[src/rtl/core/bpu_pkg.sv]
// ----------------------------------------------------------------------------
// bpu_pkg: shared types and constants of the bitfield pixel unpacker
// Register indexes, field widths and the per-channel decode settings.
// ----------------------------------------------------------------------------
package bpu_pkg;

   localparam int WORD_WIDTH      = 32;
   localparam int CHAN_WIDTH      = 8;
   localparam int SHIFT_WIDTH     = 5;
   localparam int BPP_WIDTH       = 3;
   localparam int CSR_INDEX_WIDTH = 2;
   localparam int NUM_CHANNELS    = 3;

   // Channel slots in the settings array
   localparam int CHAN_RED   = 0;
   localparam int CHAN_GREEN = 1;
   localparam int CHAN_BLUE  = 2;

   // Register indexes on the configuration port
   localparam logic [CSR_INDEX_WIDTH-1:0] CSR_MASK_RED        = 2'd0;
   localparam logic [CSR_INDEX_WIDTH-1:0] CSR_MASK_GREEN      = 2'd1;
   localparam logic [CSR_INDEX_WIDTH-1:0] CSR_MASK_BLUE       = 2'd2;
   localparam logic [CSR_INDEX_WIDTH-1:0] CSR_BYTES_PER_PIXEL = 2'd3;

   // Reset values of the registers
   localparam logic [WORD_WIDTH-1:0] RESET_MASK_RED   = 32'h00FF_0000;
   localparam logic [WORD_WIDTH-1:0] RESET_MASK_GREEN = 32'h0000_FF00;
   localparam logic [WORD_WIDTH-1:0] RESET_MASK_BLUE  = 32'h0000_00FF;
   localparam logic [BPP_WIDTH-1:0]  RESET_BPP        = 3'd3;

   // Decode settings of one channel, derived from the registers
   typedef struct packed {
      logic [WORD_WIDTH-1:0]  sel_mask;  // channel mask limited to the kept bytes
      logic [SHIFT_WIDTH-1:0] shift;     // trailing-zero count of the mask
      logic [CHAN_WIDTH-1:0]  scale;     // floor(255 / shifted mask), 0 when too wide
   } chan_cfg_type;

   // Trailing-zero count; a zero word counts as zero
   function automatic logic [SHIFT_WIDTH-1:0] trailing_zeros(input logic [WORD_WIDTH-1:0] m);
      logic [SHIFT_WIDTH-1:0] n;
      n = '0;
      for (int i = WORD_WIDTH - 1; i >= 0; i--) begin
         if (m[i]) begin
            n = SHIFT_WIDTH'(i);
         end
      end
      return n;
   endfunction

   // Bytes of the pixel word that stay valid
   function automatic logic [WORD_WIDTH-1:0] keep_mask(input logic [BPP_WIDTH-1:0] bpp);
      logic [WORD_WIDTH-1:0] k;
      case (bpp)
         3'd0:    k = 32'h0000_0000;
         3'd1:    k = 32'h0000_00FF;
         3'd2:    k = 32'h0000_FFFF;
         3'd3:    k = 32'h00FF_FFFF;
         default: k = 32'hFFFF_FFFF;
      endcase
      return k;
   endfunction

endpackage

[src/rtl/core/bpu_cfg.sv]
// ----------------------------------------------------------------------------
// bpu_cfg: configuration registers and derived channel settings
// Holds the masks and byte count, and registers the shift, scale, kept mask
// and mask error that the datapath uses.
// ----------------------------------------------------------------------------
module bpu_cfg
   import bpu_pkg::*;
(
   input  logic                                    clock,
   input  logic                                    reset,
   input  logic                                    csr_we,
   input  logic [CSR_INDEX_WIDTH-1:0]              csr_index,
   input  logic [WORD_WIDTH-1:0]                   csr_data,
   output chan_cfg_type [NUM_CHANNELS-1:0]         chan_cfg,
   output logic                                    mask_error
);

   logic [WORD_WIDTH-1:0] mask_ff [NUM_CHANNELS];
   logic [BPP_WIDTH-1:0]  bpp_ff;

   logic [WORD_WIDTH-1:0]  sel_mask_ff [NUM_CHANNELS];
   logic [SHIFT_WIDTH-1:0] shift_ff    [NUM_CHANNELS];
   logic [WORD_WIDTH-1:0]  norm_ff     [NUM_CHANNELS];
   logic [CHAN_WIDTH-1:0]  scale_ff    [NUM_CHANNELS];
   logic                   error_ff;
   logic                   error_in;

   logic [CHAN_WIDTH-1:0] recip_table [2**CHAN_WIDTH];

   // Quotient table of 255 by every byte value; zero maps to zero
   assign recip_table[0] = '0;
   for (genvar g = 1; g < 2**CHAN_WIDTH; g++) begin : g_recip
      localparam int Divisor = g;
      localparam logic [CHAN_WIDTH-1:0] Quot = CHAN_WIDTH'(255 / Divisor);
      assign recip_table[g] = Quot;
   end

   // Write registers
   always_ff @(posedge clock) begin
      if (reset) begin
         mask_ff[CHAN_RED]   <= RESET_MASK_RED;
         mask_ff[CHAN_GREEN] <= RESET_MASK_GREEN;
         mask_ff[CHAN_BLUE]  <= RESET_MASK_BLUE;
         bpp_ff              <= RESET_BPP;
      end else if (csr_we) begin
         case (csr_index)
            CSR_MASK_RED:        mask_ff[CHAN_RED]   <= csr_data;
            CSR_MASK_GREEN:      mask_ff[CHAN_GREEN] <= csr_data;
            CSR_MASK_BLUE:       mask_ff[CHAN_BLUE]  <= csr_data;
            CSR_BYTES_PER_PIXEL: bpp_ff              <= csr_data[BPP_WIDTH-1:0];
            default:             bpp_ff              <= bpp_ff;
         endcase
      end
   end

   // Derive shift, kept mask and normalized mask, then the scale from the latter
   for (genvar c = 0; c < NUM_CHANNELS; c++) begin : g_chan
      logic [SHIFT_WIDTH-1:0] shift_in;
      logic                   wide;

      assign shift_in = trailing_zeros(mask_ff[c]);
      assign wide     = |norm_ff[c][WORD_WIDTH-1:CHAN_WIDTH];

      always_ff @(posedge clock) begin
         sel_mask_ff[c] <= mask_ff[c] & keep_mask(bpp_ff);
         shift_ff[c]    <= shift_in;
         norm_ff[c]     <= mask_ff[c] >> shift_in;
         scale_ff[c]    <= wide ? '0 : recip_table[norm_ff[c][CHAN_WIDTH-1:0]];
      end

      assign chan_cfg[c].sel_mask = sel_mask_ff[c];
      assign chan_cfg[c].shift    = shift_ff[c];
      assign chan_cfg[c].scale    = scale_ff[c];
   end

   // Flag a zero mask, a triple overlap or a union that is not one run of ones
   always_comb begin
      logic [WORD_WIDTH-1:0] uni;
      logic [WORD_WIDTH-1:0] filled;
      logic [WORD_WIDTH:0]   ext;
      uni      = mask_ff[CHAN_RED] | mask_ff[CHAN_GREEN] | mask_ff[CHAN_BLUE];
      filled   = uni | (uni - WORD_WIDTH'(1));
      ext      = {1'b0, filled};
      error_in = (mask_ff[CHAN_RED] == '0) || (mask_ff[CHAN_GREEN] == '0)
              || (mask_ff[CHAN_BLUE] == '0)
              || ((mask_ff[CHAN_RED] & mask_ff[CHAN_GREEN] & mask_ff[CHAN_BLUE]) != '0)
              || ((ext & (ext + (WORD_WIDTH+1)'(1))) != '0);
   end

   always_ff @(posedge clock) begin
      error_ff <= error_in;
   end

   assign mask_error = error_ff;

endmodule

[src/rtl/core/bpu_chan.sv]
// ----------------------------------------------------------------------------
// bpu_chan: decode datapath of one color channel
// Extracts the field from the pixel word, then scales it to eight bits.
// ----------------------------------------------------------------------------
module bpu_chan
   import bpu_pkg::*;
(
   input  logic                  clock,
   input  logic [WORD_WIDTH-1:0] pixel_word,
   input  chan_cfg_type          cfg,
   input  logic                  mask_error,
   output logic [CHAN_WIDTH-1:0] value
);

   logic [CHAN_WIDTH-1:0]   field_ff;
   logic [CHAN_WIDTH-1:0]   field_in;
   logic [CHAN_WIDTH-1:0]   value_ff;
   logic [CHAN_WIDTH-1:0]   value_in;
   logic [WORD_WIDTH-1:0]   shifted;
   logic [2*CHAN_WIDTH-1:0] product;

   // Mask and align the field, keep its low byte
   assign shifted  = (pixel_word & cfg.sel_mask) >> cfg.shift;
   assign field_in = shifted[CHAN_WIDTH-1:0];

   // Scale the field, drop it on a bad mask set
   assign product  = field_ff * cfg.scale;
   assign value_in = mask_error ? '0 : product[CHAN_WIDTH-1:0];

   always_ff @(posedge clock) begin
      field_ff <= field_in;
      value_ff <= value_in;
   end

   assign value = value_ff;

endmodule

[src/rtl/core/bitfield_pixel_unpacker.sv]
// ----------------------------------------------------------------------------
// bitfield_pixel_unpacker: bitfield pixel to 8-bit RGB decoder
// Masks, aligns and scales the red, green and blue fields of a pixel word.
// ----------------------------------------------------------------------------
// An item is taken at every clock edge with start high; busy stays low, so a
// new pixel can enter each cycle. Each item gives one result, shown for one
// cycle with rsp_valid; the three stages are the input register, the field
// extract register and the scale multiply register. The
// receiver cannot stall, so results must be taken as they appear. Write the
// registers only while no item is in flight; a pixel may start on the cycle
// right after the last write.
module bitfield_pixel_unpacker
   import bpu_pkg::*;
(
   input  logic                       clock,
   input  logic                       reset,
   input  logic                       start,
   output logic                       busy,
   input  logic [WORD_WIDTH-1:0]      req_pixel_word,
   output logic                       rsp_valid,
   output logic [CHAN_WIDTH-1:0]      rsp_red,
   output logic [CHAN_WIDTH-1:0]      rsp_green,
   output logic [CHAN_WIDTH-1:0]      rsp_blue,
   output logic                       rsp_mask_error,
   input  logic                       csr_we,
   input  logic [CSR_INDEX_WIDTH-1:0] csr_index,
   input  logic [WORD_WIDTH-1:0]      csr_data
);

   chan_cfg_type [NUM_CHANNELS-1:0] chan_cfg;
   logic                            mask_error;
   logic [CHAN_WIDTH-1:0]           chan_value [NUM_CHANNELS];

   logic [WORD_WIDTH-1:0] pixel_ff;
   logic                  in_valid_ff;
   logic                  field_valid_ff;
   logic                  rsp_valid_ff;
   logic                  error_ff;

   assign busy = 1'b0;

   bpu_cfg u_cfg (
      .clock      (clock),
      .reset      (reset),
      .csr_we     (csr_we),
      .csr_index  (csr_index),
      .csr_data   (csr_data),
      .chan_cfg   (chan_cfg),
      .mask_error (mask_error)
   );

   // Capture the pixel word
   always_ff @(posedge clock) begin
      pixel_ff <= req_pixel_word;
      error_ff <= mask_error;
   end

   // Advance the valid bits with each item
   always_ff @(posedge clock) begin
      if (reset) begin
         in_valid_ff    <= 1'b0;
         field_valid_ff <= 1'b0;
         rsp_valid_ff   <= 1'b0;
      end else begin
         in_valid_ff    <= start & ~busy;
         field_valid_ff <= in_valid_ff;
         rsp_valid_ff   <= field_valid_ff;
      end
   end

   for (genvar c = 0; c < NUM_CHANNELS; c++) begin : g_chan
      bpu_chan u_chan (
         .clock      (clock),
         .pixel_word (pixel_ff),
         .cfg        (chan_cfg[c]),
         .mask_error (mask_error),
         .value      (chan_value[c])
      );
   end

   assign rsp_valid      = rsp_valid_ff;
   assign rsp_red        = chan_value[CHAN_RED];
   assign rsp_green      = chan_value[CHAN_GREEN];
   assign rsp_blue       = chan_value[CHAN_BLUE];
   assign rsp_mask_error = error_ff;

endmodule
[config.mk]
export PLATFORM = sky130hd
export DESIGN_NAME = bitfield_pixel_unpacker
export DESIGN_NICKNAME = d
export VERILOG_FILES = /design/src/rtl/core/bpu_pkg.sv /design/src/rtl/core/bpu_cfg.sv /design/src/rtl/core/bpu_chan.sv /design/src/rtl/core/bitfield_pixel_unpacker.sv
export SDC_FILE = /design/constraint.sdc
export NUM_CORES = 1
export LEC_CHECK = 0
export BUFFER_PORTS_ARGS = -buffer_cell sky130_fd_sc_hd__buf_2
export CAP_MARGIN = 20
export CORE_MARGIN = 2
export CORE_UTILIZATION = 58
export CTS_CLUSTER_DIAMETER = 40
export DETAILED_ROUTE_END_ITERATION = 8
export GPL_TIMING_DRIVEN = 0
export PLACE_DENSITY = 0.84
export SYNTH_ARGS = -nofsm -noshare
export SYNTH_HDL_FRONTEND = slang
export SYNTH_HIERARCHICAL = 1
export SYNTH_SLANG_ARGS = --single-unit
[constraint.sdc]
create_clock -name clock -period 5.8 [get_ports clock]
set_input_delay 1.16 -clock clock [delete_from_list [all_inputs] [get_ports clock]]
set_output_delay 1.16 -clock clock [all_outputs]
set_load 0.01 [all_outputs]
==> impl_metrics.csv <==
group,metric,value,unit
logic_synthesis,ys_types,93,
sta,slew_viol_final,0,
sta,min_period,4380,ps
floorplan,ios,97,
power,seq_power_share,38.4,%
critical_path,r2r_start,"u_cfg/mask_ff[0][72]$_DFFE_PP_",
layout,fin_nets,3276,
logic_synthesis,synthFlopType,"dfxtp_1",
detailed_routing,drc,0,
critical_path,critPathLaunch,"u_cfg/mask_ff[0][72]$_DFFE_PP_",
power,ir_drop,325,uV
global_route,grt_antenna_before_repair,5,
layout,final_core_util,66.1,%
power,p_per_area,309,nW/um2
critical_path,cpMaxStageDelayCell,"o311ai_0",
sta,fin_setup_tns,0,ps
floorplan,die_h,218,um
critical_path,crit_fanout,10,
floorplan,die-area,47600,um2
logic_synthesis,ys_seq_area_share,34.9,%
worst_hold_path,hp-start,"field_valid_ff$_SDFF_PP0_",
floorplan,start_util,58.7,%
placement,gp_congestion,1.02,
power,power_frac_comb,23.8,%
power,p_sw,3160,uW
logic_synthesis,synth_area_per_cell,9.02,um2
sta,period_share,75.5,%
sta,fin_hold_ws,454,ps
cts,cts.clk_slew.worst_paths,60,ps
cts,clk_latency,650,ps
detailed_routing,detail_route.wl_per_cell,26.5,um
power,leakagePower,0.0119,uW
detailed_routing,via_per_inst,6.95,
power,switching_share,34.2,%
detailed_routing,dr.pass1.iters,7,
global_route,grt_pass1_vias,25100,
sta,finalWorstSetupSlack,1420,ps
critical_path,critPathBufInv,2,
layout,syn_to_final_growth,12.5,%
detailed_routing,drt-total-wl,99.5,mm
logic_synthesis,ys_seq_elements,415,
detailed_routing,ant_nets,0,
layout,drive_above_1_share,12.5,%
cts,ctsRootBufferMaster,"clkbuf_16",
logic_synthesis,synth.area.top_cells,"dfxtp_1, edfxtp_1, mux4_2",
cts,cts_buffers,58,
critical_path,endpoint_kind,"flip-flop",
logic_synthesis,synth_edf_count,96,
critical_path,critPathLaunchType,"flip-flop",
placement,dp_hpwl,74.4,mm
logic_synthesis,yosys_warnings,6,
cts,clk_path_buf_depth,3,
sta,rsz0062_at_grt,"false",
critical_path,slowest_delay,910,ps
placement,dp_cells,3647,
floorplan,rows,78,
cts,post_cts_buffers,0,
logic_synthesis,yosysTopAreaCell,"dfxtp_1",
critical_path,arrival,4810,ps
logic_synthesis,synth_nets,3117,
global_route,grt_pass1_wl,150,mm
run_status,outcome,"complete, no violations",
logic_synthesis,synth_top_area_share,24.0,%
critical_path,cp_cell_sequence,"clkbuf_1 -> nand2b_1 -> a21o_1 -> o2111ai_1 -> o211ai_2 -> buf_2 -> mux2i_1 -> mux2i_1 -> a211oi_1 -> o311ai_0",
layout,num_antenna_cells,0,
floorplan,die_x,218,um
sta,tightest_slew,1110,ps
run,maxCapViolations,0,
global_route,track_usage,41.3,%
logic_synthesis,syn-cell-area,26600,um2
power,clkPwrFrac,37.9,%
sta,setup_viol,0,
critical_path,critical_path_class,"reg -> reg",
detailed_routing,drtIter0Drc,4572,
floorplan,core,45300,um2
cts,cts_hold_buf,0,
sta,skew,31.8,ps
sta,relSlewSlack,26.1,%
critical_path,crit_required,6230,ps
placement,io_buffer_count,95,
global_route,grt_start_max_net_pins,32,
critical_path,critPathTopFamily,"compound AO/OA/AOI/OAI gates",
critical_path,cp_common_cell,"mux2i_1",
global_route,grt_overflow,0,
sta,timing.fmax,0.228,GHz
logic_synthesis,syn_inst,2948,
detailed_routing,num_vias,26100,
cts,cts_tree,"built",
power,internal_power,6070,uW
cts,htree_levels,2,
cts,ctsResizeCount,0,
cts,cts.sinks,415,
placement,post-place-ws,1840,ps
logic_synthesis,ys_async_sr_fraction,0,%
layout,final_cell_count_no_fill,3756,
worst_hold_path,hold_class,"reg -> reg",
sta,hold_violations,0,
[layout make-up]
class	count	area, um2
clock inverter	41	449
clock buffer	68	1550
tap	600	751
multi-input combinational	2161	15800
buffer	226	1020
fill	3653	15400
sequential	415	9270
timing repair buffer	99	543
inverter	146	573
[flip-flops by register name, summed over array words and instances (netlist names)]
signal and cells:
u_cfg/mask_ff 96, u_cfg/sel_mask_ff 96, u_cfg/bpp_ff 3, u_cfg/scale_ff 24, u_cfg/shift_ff 15, rsp_mask_error 1
rsp_valid 1, g_chan.u_chan/value 24, field_valid_ff 1, g_chan.u_chan/field_ff 24, u_cfg/mask_error 1, in_valid_ff 1
pixel_ff 32, u_cfg/norm_ff 96
[per-layer routing]
| layer | GRT usage [%] | wire, um | vias up |
|---|---|---|---|
| met1 | 55.5 | 38100 | 12400 |
| met2 | 62.4 | 43300 | 2027 |
| met4 | 20.8 | 5720 | 6 |
| met3 | 9.28 | 12200 | 439 |
| li1 | - | - | 11200 |
| met5 | 1.25 | 101 | - |
[kinds of logic (layout without fill, tap and decap cells)]
logic type,count (synthesis),count (layout),synth area share [%]
buf+inv,372,580,5.98
flops,415,415,34.9
fa+ha+maj,99,99,5.67
simple gates,1098,1098,20.7
xor+xnor,41,41,1.82
other cells,1,1,0.0141
mux,189,189,11.6
compound gates,733,733,19.4
[power groups by stage]
stage               clock network (uW)  registers (uW)  logic [uW]
global route                      3660            3550        2320
floorplan                            0            3460        1480
finish                            3500            3540        2190
global placement                     0            3570        2050
CTS                               3530            3520        2100
detailed placement                   0            3580        2080
[path summary, 6_finish.rpt]
check	end	depth (start not counted)	slack, ps
setup / recovery	u_cfg/norm_ff[0][67]$_DFF_P_	10	1420
setup reg to reg	u_cfg/norm_ff[0][67]$_DFF_P_	10	1420
hold / removal	rsp_valid$_SDFF_PP0_	1	450
hold reg to reg	rsp_valid$_SDFF_PP0_	1	450
[placed cells by master (no fill, tap or decap), drive strengths merged, types with 78 or more instances in the layout]
cell	instances
a211oi	78
a21oi	122
and2	139
buf	162
clkbuf	231
dfxtp	319
edfxtp	96
inv	158
mux2i	83
mux4	87
nand2	238
nand3	101
nor2	239
nor3	83
o21ai	142
[through the flow]
stage | total power, uW | instance area (um2)
after CTS | 9150 | 29900
after global placement | 5610 | 27800
final | 9230 | 29900
after detailed placement | 5660 | 27900
after floorplan | 4940 | 26600
after global routing | 9530 | 29900
[synthesized netlist by cell type (26+ instances only)]
library cell and count:
buf_2 36, nor3_1 82, mux2i_1 82, or3_1 26, nor4_1 57, a211oi_1 76
edfxtp_1 96, nor2b_1 68, nor2_1 239, nand2b_1 51, inv_1 134, mux4_2 69
ha_1 63, o211ai_1 58, fa_1 36, nand3_1 101, o21ai_0 137, dfxtp_1 319
a221oi_1 31, a21oi_1 122, and2_1 139, clkbuf_1 163, nand2_1 238
No activity file was read; power rests on OpenSTA's default activity.
